==> src/rtl/core/psth_pkg.sv <==
// ----------------------------------------------------------------------------
// psth_pkg
// Shared types and constants for the probabilistic sample/track-and-hold core.
// ----------------------------------------------------------------------------
package psth_pkg;

    localparam int CHANNELS = 16;
    localparam int CH_W     = $clog2(CHANNELS);

    localparam int CFG_IDX_W  = 3;
    localparam int CFG_DATA_W = 17;

    typedef enum logic [CFG_IDX_W-1:0] {
        CFG_HOLD_MODE      = 3'd0,
        CFG_SAMPLE_ON_HIGH = 3'd1,
        CFG_PROBABILITY    = 3'd2,
        CFG_SCALE_GAIN     = 3'd3,
        CFG_OFFSET_LEVEL   = 3'd4
    } t_cfg_idx;

    localparam logic signed [15:0] GATE_HIGH = 16'sd2048;
    localparam logic signed [15:0] OUT_MAX   = 16'sd20480;
    localparam logic signed [15:0] OUT_MIN   = -16'sd20480;

    localparam logic [16:0]        PROB_RESET  = 17'd65536;
    localparam logic signed [15:0] GAIN_RESET  = 16'sd32767;

    typedef struct packed {
        logic [3:0]         channel_index;
        logic signed [15:0] trigger_level;
        logic signed [15:0] signal_sample;
        logic [15:0]        chance_draw;
    } t_in_req;

    typedef struct packed {
        logic [3:0]         out_channel;
        logic signed [15:0] held_output;
    } t_out_req;

endpackage

==> src/rtl/core/psth_scale.sv <==
// ----------------------------------------------------------------------------
// psth_scale
// gain * signal + offset, rounded half up to Q5.11 and clamped to +/-10 V.
// ----------------------------------------------------------------------------
module psth_scale (
    input  logic signed [15:0] i_signal,
    input  logic signed [15:0] i_gain,
    input  logic signed [15:0] i_offset,
    output logic signed [15:0] o_value
);

    logic signed [31:0] prod;
    logic signed [32:0] sum;
    logic signed [17:0] quo;
    logic signed [17:0] max_x;
    logic signed [17:0] min_x;

    assign prod  = 32'(i_signal) * 32'(i_gain);
    assign sum   = $signed({prod[31], prod})
                 + $signed({{2{i_offset[15]}}, i_offset, 15'd0})
                 + 33'sd16384;
    assign quo   = sum[32:15];
    assign max_x = {{2{psth_pkg::OUT_MAX[15]}}, psth_pkg::OUT_MAX};
    assign min_x = {{2{psth_pkg::OUT_MIN[15]}}, psth_pkg::OUT_MIN};

    always_comb begin
        if (quo > max_x) begin
            o_value = psth_pkg::OUT_MAX;
        end else if (quo < min_x) begin
            o_value = psth_pkg::OUT_MIN;
        end else begin
            o_value = quo[15:0];
        end
    end

endmodule

==> src/rtl/core/probabilistic_sample_track_hold_core.sv <==
// ----------------------------------------------------------------------------
// probabilistic_sample_track_hold_core
// Per-channel probabilistic sample-and-hold / track-and-hold, one track.
//
//   channel | direction | payload            | handshake
//   in      | input     | psth_pkg::t_in_req  | i_in_valid / o_in_ready
//   out     | output    | psth_pkg::t_out_req | o_out_valid / i_out_ready
//   cfg     | input     | 17-bit data, 3-bit idx | i_cfg_we, no wait
//
// Result is registered in r_out after r_in; one request per cycle unless stalled.
// Channel state is read, updated and written back in the single compute
// stage, so consecutive requests on one channel need no bypass.
// Stalls on the output hold the input register and drop o_in_ready.
// Synchronous active-low reset clears channel state and loads register defaults.
// ----------------------------------------------------------------------------
module probabilistic_sample_track_hold_core (
    input  logic                                   i_clk,
    input  logic                                   i_rst_n,
    input  logic                                   i_in_valid,
    output logic                                   o_in_ready,
    input  psth_pkg::t_in_req                      i_in_req,
    output logic                                   o_out_valid,
    input  logic                                   i_out_ready,
    output psth_pkg::t_out_req                     o_out_req,
    input  logic                                   i_cfg_we,
    input  logic [psth_pkg::CFG_IDX_W-1:0]         i_cfg_idx,
    input  logic [psth_pkg::CFG_DATA_W-1:0]        i_cfg_data
);

    logic                     r_hold_mode;
    logic                     r_sample_high;
    logic [16:0]              r_probability;
    logic signed [15:0]       r_gain;
    logic signed [15:0]       r_offset;

    logic [psth_pkg::CHANNELS-1:0] r_gate_was_high;
    logic [psth_pkg::CHANNELS-1:0] r_hold_flag;
    logic signed [15:0]            r_value [psth_pkg::CHANNELS];

    logic                r_in_valid;
    psth_pkg::t_in_req   r_in;
    logic                r_out_valid;
    psth_pkg::t_out_req  r_out;

    logic                       advance;
    logic                       fire;
    logic [psth_pkg::CH_W-1:0]  ch;
    logic                       high;
    logic                       rising;
    logic                       accept;
    logic signed [15:0]         sampled;
    logic                       n_hold;
    logic signed [15:0]         n_value;

    assign advance     = !r_out_valid || i_out_ready;
    assign o_in_ready  = !r_in_valid || advance;
    assign fire        = r_in_valid && advance;
    assign o_out_valid = r_out_valid;
    assign o_out_req   = r_out;

    assign ch     = r_in.channel_index[psth_pkg::CH_W-1:0];
    assign high   = r_in.trigger_level >= psth_pkg::GATE_HIGH;
    assign rising = high && !r_gate_was_high[ch];
    assign accept = r_probability >= {1'b0, r_in.chance_draw};

    psth_scale u_scale (
        .i_signal (r_in.signal_sample),
        .i_gain   (r_gain),
        .i_offset (r_offset),
        .o_value  (sampled)
    );

    always_comb begin
        n_hold  = r_hold_flag[ch];
        n_value = r_value[ch];
        if (!r_hold_mode) begin
            if (rising && accept) begin
                n_value = sampled;
            end
        end else if (!r_sample_high) begin
            if (rising) begin
                if (accept) begin
                    n_value = sampled;
                    n_hold  = 1'b0;
                end
            end else if (high) begin
                if (!n_hold) begin
                    n_value = sampled;
                end
            end else if (!n_hold) begin
                n_hold  = 1'b1;
                n_value = sampled;
            end
        end else begin
            if (rising) begin
                n_hold = accept;
            end else if (!high) begin
                n_hold = 1'b0;
            end
            if (!n_hold || (rising && accept)) begin
                n_value = sampled;
            end
        end
    end

    always_ff @(posedge i_clk) begin
        if (!i_rst_n) begin
            r_in_valid      <= 1'b0;
            r_out_valid     <= 1'b0;
            r_gate_was_high <= '0;
            r_hold_flag     <= '0;
            for (int i = 0; i < psth_pkg::CHANNELS; i++) begin
                r_value[i] <= '0;
            end
            r_hold_mode   <= 1'b0;
            r_sample_high <= 1'b0;
            r_probability <= psth_pkg::PROB_RESET;
            r_gain        <= psth_pkg::GAIN_RESET;
            r_offset      <= '0;
        end else begin
            if (o_in_ready) begin
                r_in_valid <= i_in_valid;
                if (i_in_valid) begin
                    r_in <= i_in_req;
                end
            end
            if (advance) begin
                r_out_valid <= r_in_valid;
            end
            if (fire) begin
                r_out.out_channel  <= r_in.channel_index;
                r_out.held_output  <= n_value;
                r_value[ch]         <= n_value;
                r_hold_flag[ch]     <= n_hold;
                r_gate_was_high[ch] <= high;
            end
            if (i_cfg_we) begin
                unique case (i_cfg_idx)
                    psth_pkg::CFG_HOLD_MODE: begin
                        r_hold_mode <= i_cfg_data[0];
                    end
                    psth_pkg::CFG_SAMPLE_ON_HIGH: begin
                        r_sample_high <= i_cfg_data[0];
                        r_hold_flag   <= {psth_pkg::CHANNELS{i_cfg_data[0]}};
                    end
                    psth_pkg::CFG_PROBABILITY: begin
                        r_probability <= i_cfg_data[16:0];
                    end
                    psth_pkg::CFG_SCALE_GAIN: begin
                        r_gain <= i_cfg_data[15:0];
                    end
                    psth_pkg::CFG_OFFSET_LEVEL: begin
                        r_offset <= i_cfg_data[15:0];
                    end
                    default: begin
                    end
                endcase
            end
        end
    end

    a_out_clamped: assert property (@(posedge i_clk) disable iff (!i_rst_n)
        r_out_valid |-> (r_out.held_output <= psth_pkg::OUT_MAX
                      && r_out.held_output >= psth_pkg::OUT_MIN))
        else $error("held output outside clamp range");

    a_in_reg_holds: assert property (@(posedge i_clk) disable iff (!i_rst_n)
        r_in_valid && !advance |=> r_in_valid && $stable(r_in))
        else $error("input register changed while stalled");

    a_out_source: assert property (@(posedge i_clk) disable iff (!i_rst_n)
        $rose(r_out_valid) |-> $past(r_in_valid))
        else $error("result appeared without a pending request");

    a_cfg_hold_set: assert property (@(posedge i_clk) disable iff (!i_rst_n)
        i_cfg_we && i_cfg_idx == psth_pkg::CFG_SAMPLE_ON_HIGH
        |=> r_hold_flag == {psth_pkg::CHANNELS{$past(i_cfg_data[0])}})
        else $error("hold flags not set by gate-sense write");

endmodule

==> config.mk <==
export PLATFORM = sky130hd
export DESIGN_NAME = probabilistic_sample_track_hold_core
export DESIGN_NICKNAME = d
export VERILOG_FILES = /design/src/rtl/core/psth_pkg.sv /design/src/rtl/core/psth_scale.sv /design/src/rtl/core/probabilistic_sample_track_hold_core.sv
export SDC_FILE = /design/constraint.sdc
export NUM_CORES = 1
export LEC_CHECK = 0
export BUFFER_PORTS_ARGS = -buffer_cell sky130_fd_sc_hd__buf_2
export CAP_MARGIN = 10
export CORE_ASPECT_RATIO = 1.2
export CORE_MARGIN = 2
export CORE_UTILIZATION = 35
export DETAILED_ROUTE_END_ITERATION = 16
export PLACE_DENSITY = 0.56
export SLEW_MARGIN = 20
export SYNTH_ARGS = -nofsm -noshare
export SYNTH_HDL_FRONTEND = slang
export SYNTH_HIERARCHICAL = 1
export SYNTH_SLANG_ARGS = --single-unit
==> constraint.sdc <==
create_clock -name i_clk -period 10.21 [get_ports i_clk]
set_input_delay 1.5315 -clock i_clk [delete_from_list [all_inputs] [get_ports i_clk]]
set_output_delay 1.5315 -clock i_clk [all_outputs]
set_load 0.05 [all_outputs]
---- Yosys cells after proc, flatten, opt, wreduce, memory -nomap -nowiden ----
Memories as Yosys holds them, arrays and structs flattened. A register that Yosys moved wholly into a read port is not among the register bits.
Index checks and enable logic that the tools add are counted.
cells by class
  mux-type cells .......................... 37
  bitwise operators ....................... 0
  $add $sub $neg .......................... 2
  equal/unequal tests ..................... 4
  shift-type cells ........................ 0
  div/mod/pow operators ................... 0
  magnitude comparators ................... 6
  multipliers ............................. 1
  reductions and logical operators ........ 20
operator list
  cell                                                             number
  two-way mux 16 bit                                               13
  adder 32 x 31 -> 33 bit                                          1
  adder 33 x 16 -> 33 bit, second input constant                   1
  bitwise mux 16 bit                                               2
  multiplier 16 x 16 -> 32 bit                                     1
  greater-than comparator 18 x 16 -> 1 bit, second input constant  1
  < comparator 18 x 16 -> 1 bit, second input constant             1
  >= comparator 17 x 16 -> 1 bit                                   1
  two-way mux 1 bit                                                17
  >= comparator 16 x 13 -> 1 bit, second input constant            1
  OR reduction 16 bit                                              1
  AND reduction 2 bit                                              6
  binary-select mux 1 bit (select 4 bit)                           2
  two-way mux 4 bit                                                2
  equality test 3 x 2 -> 1 bit, second input constant              2
  < comparator 4 x 5 -> 1 bit, second input constant               1
  demux 1 bit (select 4 bit)                                       1
  >= comparator 4 x 1 -> 1 bit, second input constant              1
  logical AND 1 bit                                                4
  logical NOT 1 bit                                                4
  equality test 3 x 1 -> 1 bit, second input constant              1
  equality test 3 bit, second input constant                       1
  logical NOT 3 bit                                                1
  logical OR 1 bit                                                 3
  AND reduction 3 bit                                              1
storage, ports and cells
  memories kept ........................... 1
  register bits ........................... 157
  input bits .............................. 77
  output and inout port bits .............. 22
  bits in latches ......................... 0
  logic and storage cells ................. 86
  memory bits (read-only) ................. 0
  bits in writable memories ............... 256
memory list
  memory   words  width  read ports  clocked after Yosys merged registers in  wr ports  RTL line                                    text
  r_value  16     16     1           1                                        16        probabilistic_sample_track_hold_core.sv:38  logic signed [15:0] r_value [psth_pkg::CHANNELS];

---- Depth between registers and ports, before layout ----
Gate-level depths: netlist of the first run.
  depth after elaboration ................. 13
  depth in mapped cells ................... 30
  mapped depth without buffers ............ 27

---- Hierarchy ----
Netlist of the first run, hierarchy kept.
modules (own cells, without submodules)
  module                                area an instance (um^2)  instances  cells an instance  seq. area each (um^2)
  probabilistic_sample_track_hold_core  18,396.4                 1          1,357              11,300.8
  psth_scale                            11,074.4                 1          1,256              0.0

---- Least setup slack after synthesis of the first run ----
Ideal clock, no wire load.
  path kind ............................... reg-to-reg
  start point ............................. register r_in[31] (netlist bit)
  end point ............................... memory r_value[3][14] (data pin)
  cell stages (with the launch flop) ...... 28
  data arrival time ....................... 7,683 ps
  library setup time ...................... 155 ps
  setup slack ............................. 2,372 ps
  period minus slack after synthesis ...... 7,838 ps
  data required time ...................... 10,055 ps
  cell sequence ........................... edfxtp_1 clkbuf_1 nand2_1 inv_1 fa_1 inv_1 fa_1 inv_1 fa_1 fa_1 fa_1 inv_1 fa_1 inv_1 ha_1 clkbuf_1 nand4_1 or3_1 a2111oi_0 nor4_1 a311o_1 a22oi_1 nor2_1 mux2_1 a211o_1 buf_2 buf_6 nor3_2
RTL lines
  item                      RTL line                                     text
  start: declaration        probabilistic_sample_track_hold_core.sv:41   psth_pkg::t_in_req r_in;
  start signal: assignment  probabilistic_sample_track_hold_core.sv:124  r_in <= i_in_req;
  end: declaration          probabilistic_sample_track_hold_core.sv:38

==> results.md, run 1 <==
* Setup TNS at 0 ns
* Vias at 19900
* Syn_area_per_cell at 11.3 µm²
* Routed wire length at 80.1 mm
* Minimum clock period at 8.88 ns
* Total CTS buffers at 46
* Drt wl/cell at 21.2 µm
* Clk_lat worst skew at 0.60 ns
* Clk_skew at 0.0298 ns
* FP Rows at 116
* Cell count after synthesis at 2613
* Layout cells sized above 1 at 0.161
* Post-synth EDFFs at 317
* DRC Markers at 0
* Synth Net Count at 3082
* Status: completed
* Initial drt markers at 1447
* Post-synthesis compound-gate area fraction at 0.0634
* Nets@finish at 3094
* Final worst path period share at 0.870
* Top FF cell, synth: edfxtp_1
* Startpoint types: register
* Die Area at 86500 µm²
* Area contributors post-synth: edfxtp_1, fa_1, dfxtp_1
* Max-slew violation count at 0
* Netlist cell types at 83
* Post-Synth Adder-Cell Area at 0.239
* Starting Density at 0.353
* Synth-to-layout area growth at 9.39%
* Worst Path Class, Setup: reg -> reg
* DR vias/cell at 5.26
* Worst endpoint data arrival time at 9.16 ns
* Clock Sinks at 406
* Least-Margin Pin Slew at 1.19 ns
* Largest family of logic cells by synthesized area: adder cells
* Netlist Area Pre-Place at 29500 µm²
* Max_cap viols at 0
* Vias in the first global route at 21300
* HPWL after detailed placement at 54.7 mm
* Initial antenna violation count at 2
* Top-area cell type share of the netlist area at 0.323
* Die X at 269 µm
* Pin count of the biggest net entering global routing at 65
* Worst-case hold slack at 0.460 ns
* Fmax at 113 MHz
* RSZ-0062 raised after global routing: false
* Synth Area in XOR/XNOR at 0.00654
* Endpoints failing setup at 0
* Seq/Total Area, Yosys at 0.383
* First-pass GRT wire length at 123 mm
* Core Area at 83500 µm²
* Routability cong. at 0.857
* Height of the chip at 322 µm
* Flop and latch count out of synthesis at 406
* CTS Hold Bufs at 0
* GR Layer Usage met1 at 0.234
* Grt met2 use at 0.323
* TritonCTS clock tree: yes
* Final ANT Viol Nets at 0
* Most Crowded Layer GR: met2
* Post-CTS Resized at 0
* Slew HR at 0.205
* Grt total ovfl at 0
* # port buffers at 87
* GR met3 Demand/Resource at 0.0275
* Final Hold Vio Count at 0
* Final cell count without fillers at 3780
* Fillers at 8144
* CTS clock-pin slew for the worst setup and hold paths at 0.06 ns
* Simple-gate share of the synthesized area at 0.173
* HP Class: reg -> reg
* Cell taking the most area after synthesis: edfxtp_1
* Post-synthesis async set-or-reset flop share at 0
* Worst Path Max Fanout at 17
* Clock root cell: clkbuf_16
* First-pass DRT Iterations at 5
* Synth warn at 6
* CP Data Required Time at 10.49 ns
* CP Capture Type: register
* # Post-CTS Setup Buffers at 0
* Placed cells at 3697
* Ports at 99
* H-tree Lvls at 2
* Clk buf depth at 3
* Overall Global Routing Usage at 0.189
* Mux cell area share after synthesis at 0.0604
==> registers in the layout (all words and copies together), names as in the netlist, named ones only <==
signal and count:
r_gain 16, r_in 37, o_out_req 20, r_value 256, r_offset 16, r_hold_mode 1
r_gate_was_high 16, r_hold_flag 16, r_in_valid 1, r_probability 17, o_out_valid 1, r_sample_high 1
ch 4
==> worst max-delay path, cell delays in order (launching register included) <==
cell and delay, ns:
dfxtp_1 0.93, nand2_1 0.29, fa_1 0.54, fa_1 0.54, fa_1 0.52, inv_1 0.06
fa_1 0.50, fa_1 0.49, inv_1 0.05, fa_1 0.47, inv_1 0.04, ha_1 0.41
nand4_1 0.30, nor3_1 0.34, nand4_1 0.18, a31oi_1 0.28, o22ai_1 0.16, o21ai_0 0.34
xor2_1 0.35, o311a_1 0.53, o2bb2ai_1 0.20, nor3_4 0.88, nor3_1 0.12
==> cells in the mapped netlist (all sizes together), types with 10 or more instances <==
| cell type | count |
|---|---|
| mux2i | 10 |
| nor2b | 13 |
| buf | 51 |
| dfxtp | 89 |
| o2bb2ai | 14 |
| nand2 | 317 |
| a21oi | 100 |
| nor3 | 284 |
| o21ai | 42 |
| inv | 360 |
| o22ai | 18 |
| ha | 108 |
| a22oi | 34 |
| mux4 | 70 |
| and2 | 130 |
| fa | 284 |
| clkbuf | 106 |
| nand4 | 12 |
| xnor2 | 15 |
| edfxtp | 317 |
| nand3 | 58 |
| nor2 | 68 |
==> metrics by stage <==
step                      area [µm²]  setup WS (ns)   util
after floorplan                29500           2.37      -
after global placement         30700           1.49  0.368
after detailed placement       30700           1.39  0.368
after CTS                      32200           1.33  0.386
after global routing           32200          0.805  0.386
final                          32200           1.33  0.386
==> worst paths after layout <==
check	end	slack, ns	cells past startpoint	from
worst min register to register	r_offset[10]	0.46	2	r_offset[10]
worst max-delay path	r_value[11][5]	1.33	22	r_gain[1]
worst min-delay path	r_offset[10]	0.46	2	r_offset[10]
worst max register to register	r_value[11][5]	1.33	22	r_gain[1]
==> layout by cell type, fill, tap and decap left out, types with 15 or more instances in the layout <==
cell	synthesis	layout
nor3_2	104	103
o22ai_1	18	18
nand3_1	57	56
dfxtp_1	89	87
o21ai_0	37	37
and2_1	128	128
clkbuf_16	0	46
xnor2_1	15	15
mux4_2	67	67
a21oi_1	85	85
inv_1	360	360
fa_1	284	284
nand2_1	317	310
buf_4	1	33
a22oi_1	34	34
ha_1	108	108
nor2_1	58	56
buf_2	21	87
nor3_1	170	170
edfxtp_1	317	317
==> kinds of logic after synthesis <==
logic type      count (synthesis)
fa+ha+maj                     392
flops                         406
mux                            87
simple gates                  923
compound gates                266
xor+xnor                       22
buf+inv                       517
==> metal layers <==
metal | vias to the layer above | share of wire | wire [µm]
li1 | 8894 | - | -
met1 | 10100 | 0.40 | 31900
met2 | 698 | 0.49 | 39600
met3 | 201 | 0.058 | 4680
met4 | 2 | 0.049 | 3950
met5 | - | 0.00014 | 11
==> cell type report <==
class,count,area [µm²],share of cell area
multi-input combinational,1690,16000,0.497
sequential,406,11300,0.351
tap,1121,1400,0.0435
inverter,360,1350,0.0419
clock buffer,60,1220,0.0380
timing repair buffer,121,711,0.0220
clock inverter,21,216,0.00671
antenna,1,2.50,0.0000776
Power of run 1 is not shown: default switching activity piles up to over one toggle a cycle in this logic, so the estimate is an artifact.
==> run 2, diff against run 1 <==
- CORE_UTILIZATION: 35 -> 45
- GPL_TIMING_DRIVEN: not set -> 0
- PLACE_DENSITY: 0.56 -> 0.67
- RECOVER_POWER: not set -> 25
==> run 2 against run 1 <==
  * The run now ends with capacitance limit, slew limit left
  * Global-route usage up 5.0 points
  * Clock-buffer cell count unchanged
  * Utilization up 11 points
==> results.md, run 2 (synthesis gave the netlist of run 1 again) <==
* Most common library cell in the layout ignoring fill and taps: inv_1
* Startpoint types: register
* Total CTS buffers at 42
* Final worst path period share at 0.915
* DRC Markers at 0
* Core Area at 64700 µm²
* Layout cells sized above 1 at 0.144
* Clk_skew at 0.0399 ns
* First-pass DRT Iterations at 5
* Slew HR at -0.957
* Clock Sinks at 406
* TritonCTS clock tree: yes
* Final core occ at 0.500
* Starting Density at 0.455
* # Post-CTS Setup Buffers at 0
* Worst Path Max Fanout at 10
* CTS Hold Bufs at 0
* Pin count of the biggest net entering global routing at 46
* Critical path's slowest cell: a2111oi_0
* Drt wl/cell at 21.7 µm
* First-pass GRT wire length at 123 mm
* Clk buf depth at 3
* Worst endpoint data arrival time at 9.64 ns
* Vias in the first global route at 21800
* Failing checks: capacitance limit, slew limit
* Max_cap viols at 2
* Height of the chip at 284 µm
* Routed wire length at 78.4 mm
* Minimum clock period at 9.34 ns
* Top cell by count, worst path: fa_1
* Worst Path Class, Setup: reg -> reg
* Die X at 238 µm
* Max-slew violation count at 67
* Setup TNS at 0 ns
* Initial antenna violation count at 1
* Least-Margin Pin Slew at 2.94 ns
* Final Hold Vio Count at 0
* CTS clock-pin slew for the worst setup and hold paths at 0.06 ns
* Vias at 20300
* Post-CTS Resized at 0
* Final ANT Viol Nets at 0
* DR vias/cell at 5.63
* Routability cong. at 0.919
* RSZ-0062 raised after global routing: false
* # port buffers at 86
* CP max stage delay at 0.78 ns
* N_diodes at 0
* Nets@finish at 3213
* Largest register by flop count: r_value
* Ports at 99
* CP Data Required Time at 10.50 ns
* CP Capture Type: register
* Initial drt markers at 1493
* Overall Global Routing Usage at 0.238
* FP Rows at 102
* Clock root cell: clkbuf_16
* Grt total ovfl at 0
* Most frequent cells in the layout: inv_1, nand2_1, edfxtp_1, fa_1, nor3_1
* Max reg flops at 256
* Fmax at 107 MHz
* HPWL after detailed placement at 61.4 mm
* Clk_lat worst skew at 0.60 ns
* HP Class: reg -> reg
* H-tree Lvls at 2
* Status: finished with violations
* Die Area at 67600 µm²
* Endpoints failing setup at 0
* Synth-to-layout area growth at 9.71%
[run 2: cell types whose count changed in the layout (fill, tap and decap cells not counted), moves of 3 or more]
cell,delta
buf_12,+3
buf_2,-4
buf_4,-32
buf_6,+23
clkbuf_1,+130
clkbuf_16,-3
clkbuf_8,+5
clkinvlp_4,-3
nand2_1,+7
nand2_2,-7
[run 2: cell type report]
type	instances	area, µm²
timing repair buffer	87	404
tap	832	1040
multi-input combinational	1690	16000
fill	5812	32400
clock buffer	60	1200
clock inverter	17	218
sequential	406	11300
inverter	360	1350
buffer	157	851
[run 2: metal layers]
metal | vias up | wire [µm] | global-route usage
met5 | - | 0 | 0
met4 | 0 | 3320 | 0.0970
met3 | 177 | 4570 | 0.0288
met2 | 764 | 40300 | 0.428
met1 | 10300 | 30200 | 0.291
li1 | 9140 | - | -
[run 2: stage by stage]
stage | setup WS (ns) | instances | hold slack (ns) | instance area [µm²]
floorplan | 2.37 | 2613 | 0.421 | 29500
global placement | 0.834 | 3531 | 0.438 | 30900
detailed placement | 0.794 | 3532 | 0.441 | 31000
CTS | 0.774 | 3609 | 0.462 | 32400
global route | 0.294 | 3609 | 0.484 | 32300
finish | 0.865 | 3609 | 0.460 | 32300
[run 2: path summary, 6_finish.rpt]
path / startpoint / slack, ns / endpoint / cells after the start
max: r_gain[1] / 0.87 / o_out_req[3] / 27
min reg2reg: r_offset[0] / 0.46 / r_offset[0] / 2
min: r_offset[0] / 0.46 / r_offset[0] / 2
max reg2reg: r_gain[1] / 0.87 / o_out_req[3] / 27
[run 2: critical path, delay by kind of cell (launching register included)]
kind            cells  cell delay, ns
compound gates      3            1.25
simple gates        8            1.92
flops               1            0.60
buf+inv             9            1.99
fa+ha+maj           7            3.28
Power of run 2 is left out for the same reason.
==> run 3, diff against run 2 <==
- MAX_ROUTING_LAYER: not set -> met4
==> run 3 against run 2 <==
  * The run still ends with capacitance limit, slew limit left
  * Cell count is 0.11% higher
  * Clock skew decreased by 0.0063 ns
  * Utilization barely moved
  * Highest routed layer unchanged
  * Worst hold slack lost 0.0095 ns
  * Non-clock buffer count is 1 higher
  * Clock-buffer cell count decreased by 4
  * Critical path depth stayed put
  * Final area is essentially flat
  * Largest cell class unchanged
  * Critical endpoint unchanged
  * Via count rose by 0.51%
  * Routed wire length up 1.0%
  * Register-to-register slack got worse by 0.08 ns
  * Critical path type unchanged
==> results.md, run 3 (synthesis gave the netlist of run 1 again) <==
* Placed inst area at 31000 µm²
* Startpoint types: register
* Crit. path cell count at 27
* Ports at 99
* Endpoints failing setup at 0
* Most common library cell in the layout ignoring fill and taps: inv_1
* Final core occ at 0.500
* # port buffers at 86
* Overall Global Routing Usage at 0.249
* Synth-to-layout area growth at 9.74%
* Routability cong. at 0.930
* DR vias/cell at 5.66
* CTS Hold Bufs at 0
* Vias in the first global route at 22100
* CP Data Required Time at 10.50 ns
* Most frequent cells in the layout: inv_1, nand2_1, edfxtp_1, fa_1, nor3_1
* Die X at 238 µm
* FP Rows at 102
* Clk_lat worst skew at 0.62 ns
* H-tree Lvls at 2
* DRC Markers at 0
* Kind of cell adding the most delay to the critical path: adder cells
* Setup TNS at 0 ns
* Least-Margin Pin Slew at 2.02 ns
* RSZ-0062 raised after global routing: false
* Die Area at 67600 µm²
* Failing checks: capacitance limit, slew limit
* Starting Density at 0.455
* Height of the chip at 284 µm
* Routed wire length at 79.2 mm
* Vias at 20400
* Final worst path period share at 0.923
* Max-slew violation count at 50
* Grt total ovfl at 0
* Drt wl/cell at 21.9 µm
* Top cell by count, worst path: fa_1
* Clock root cell: clkbuf_16
* Final ANT Viol Nets at 0
* Pin count of the biggest net entering global routing at 29
* Initial drt markers at 1615
* Max reg flops at 256
* Final Hold Vio Count at 0
* Post-CTS Resized at 0
* Nets@finish at 3216
* Final Cell Area at 32300 µm²
* # Post-CTS Setup Buffers at 0
* WP buf/inv at 9
* Worst Path Max Fanout at 10
* Core Area at 64700 µm²
* Clock Sinks at 406
* Initial antenna violation count at 1
* Max_cap viols at 2
* Critical path's slowest cell: fa_1
* Largest register by flop count: r_value
* First-pass GRT wire length at 125 mm
* Minimum clock period at 9.42 ns
* Worst endpoint data arrival time at 9.71 ns
* Slew HR at -0.347
* CP Capture Type: register
* CTS clock-pin slew for the worst setup and hold paths at 0.06 ns
* WHS Path Cells at 0
* Status: finished with violations
* First-pass DRT Iterations at 6
* Clk buf depth at 3
* Total CTS buffers at 44
* Clk_skew at 0.0336 ns
* TritonCTS clock tree: yes
* Fmax at 106 MHz
* HP Class: reg -> reg
* CP max stage delay at 0.72 ns
* Layout cells sized above 1 at 0.146
* Reg2Reg Depth at 27
* HPWL after detailed placement at 61.4 mm
* Worst Path Class, Setup: reg -> reg
run 3: cell types whose count changed in the layout (fill, tap and decap cells not counted), sizes merged:
cell / delta
bufinv: -2
clkbuf: -3
clkinv: +5
clkinvlp: +2
diode: +1
inv: +1
run 3: final cells by class:
class | count | area [µm²]
fill | 5687 | 32400
multi-input combinational | 1690 | 16000
sequential | 406 | 11300
inverter | 360 | 1350
clock buffer | 56 | 1200
tap | 832 | 1040
buffer | 157 | 851
timing repair buffer | 88 | 408
clock inverter | 23 | 221
antenna | 1 | 2.50
run 3: metal layers:
metal,GRT usage,up-vias,share of wire
met3,0.0343,193,0.059
met2,0.429,753,0.51
met5,-,-,0
li1,-,9153,-
met1,0.295,10300,0.39
met4,0.0962,0,0.043
run 3: final timing paths:
path | to | slack, ns | startpoint
setup / recovery | o_out_req[3] | 0.79 | r_gain[1]
hold / removal | o_out_req[17] | 0.45 | ch[1]
setup reg to reg | o_out_req[3] | 0.79 | r_gain[1]
hold reg to reg | o_out_req[17] | 0.45 | ch[1]
run 3: stage by stage:
step                      hold WS [ns]  setup WS, ns  instances
after floorplan                  0.421          2.37       2613
after global placement           0.437         0.845       3531
after detailed placement         0.447         0.663       3533
after CTS                        0.457         0.602       3612
after global routing             0.468         0.201       3613
final                            0.451         0.790       3613
run 3: worst reg2reg max path: cells and delay by family (launching register included):
family,cells,cell delay [ns]
buf+inv,9,1.75
fa+ha+maj,7,3.72
flops,1,0.45
simple gates,8,2.03
compound gates,3,1.18
Power of run 3 is left out for the same reason.
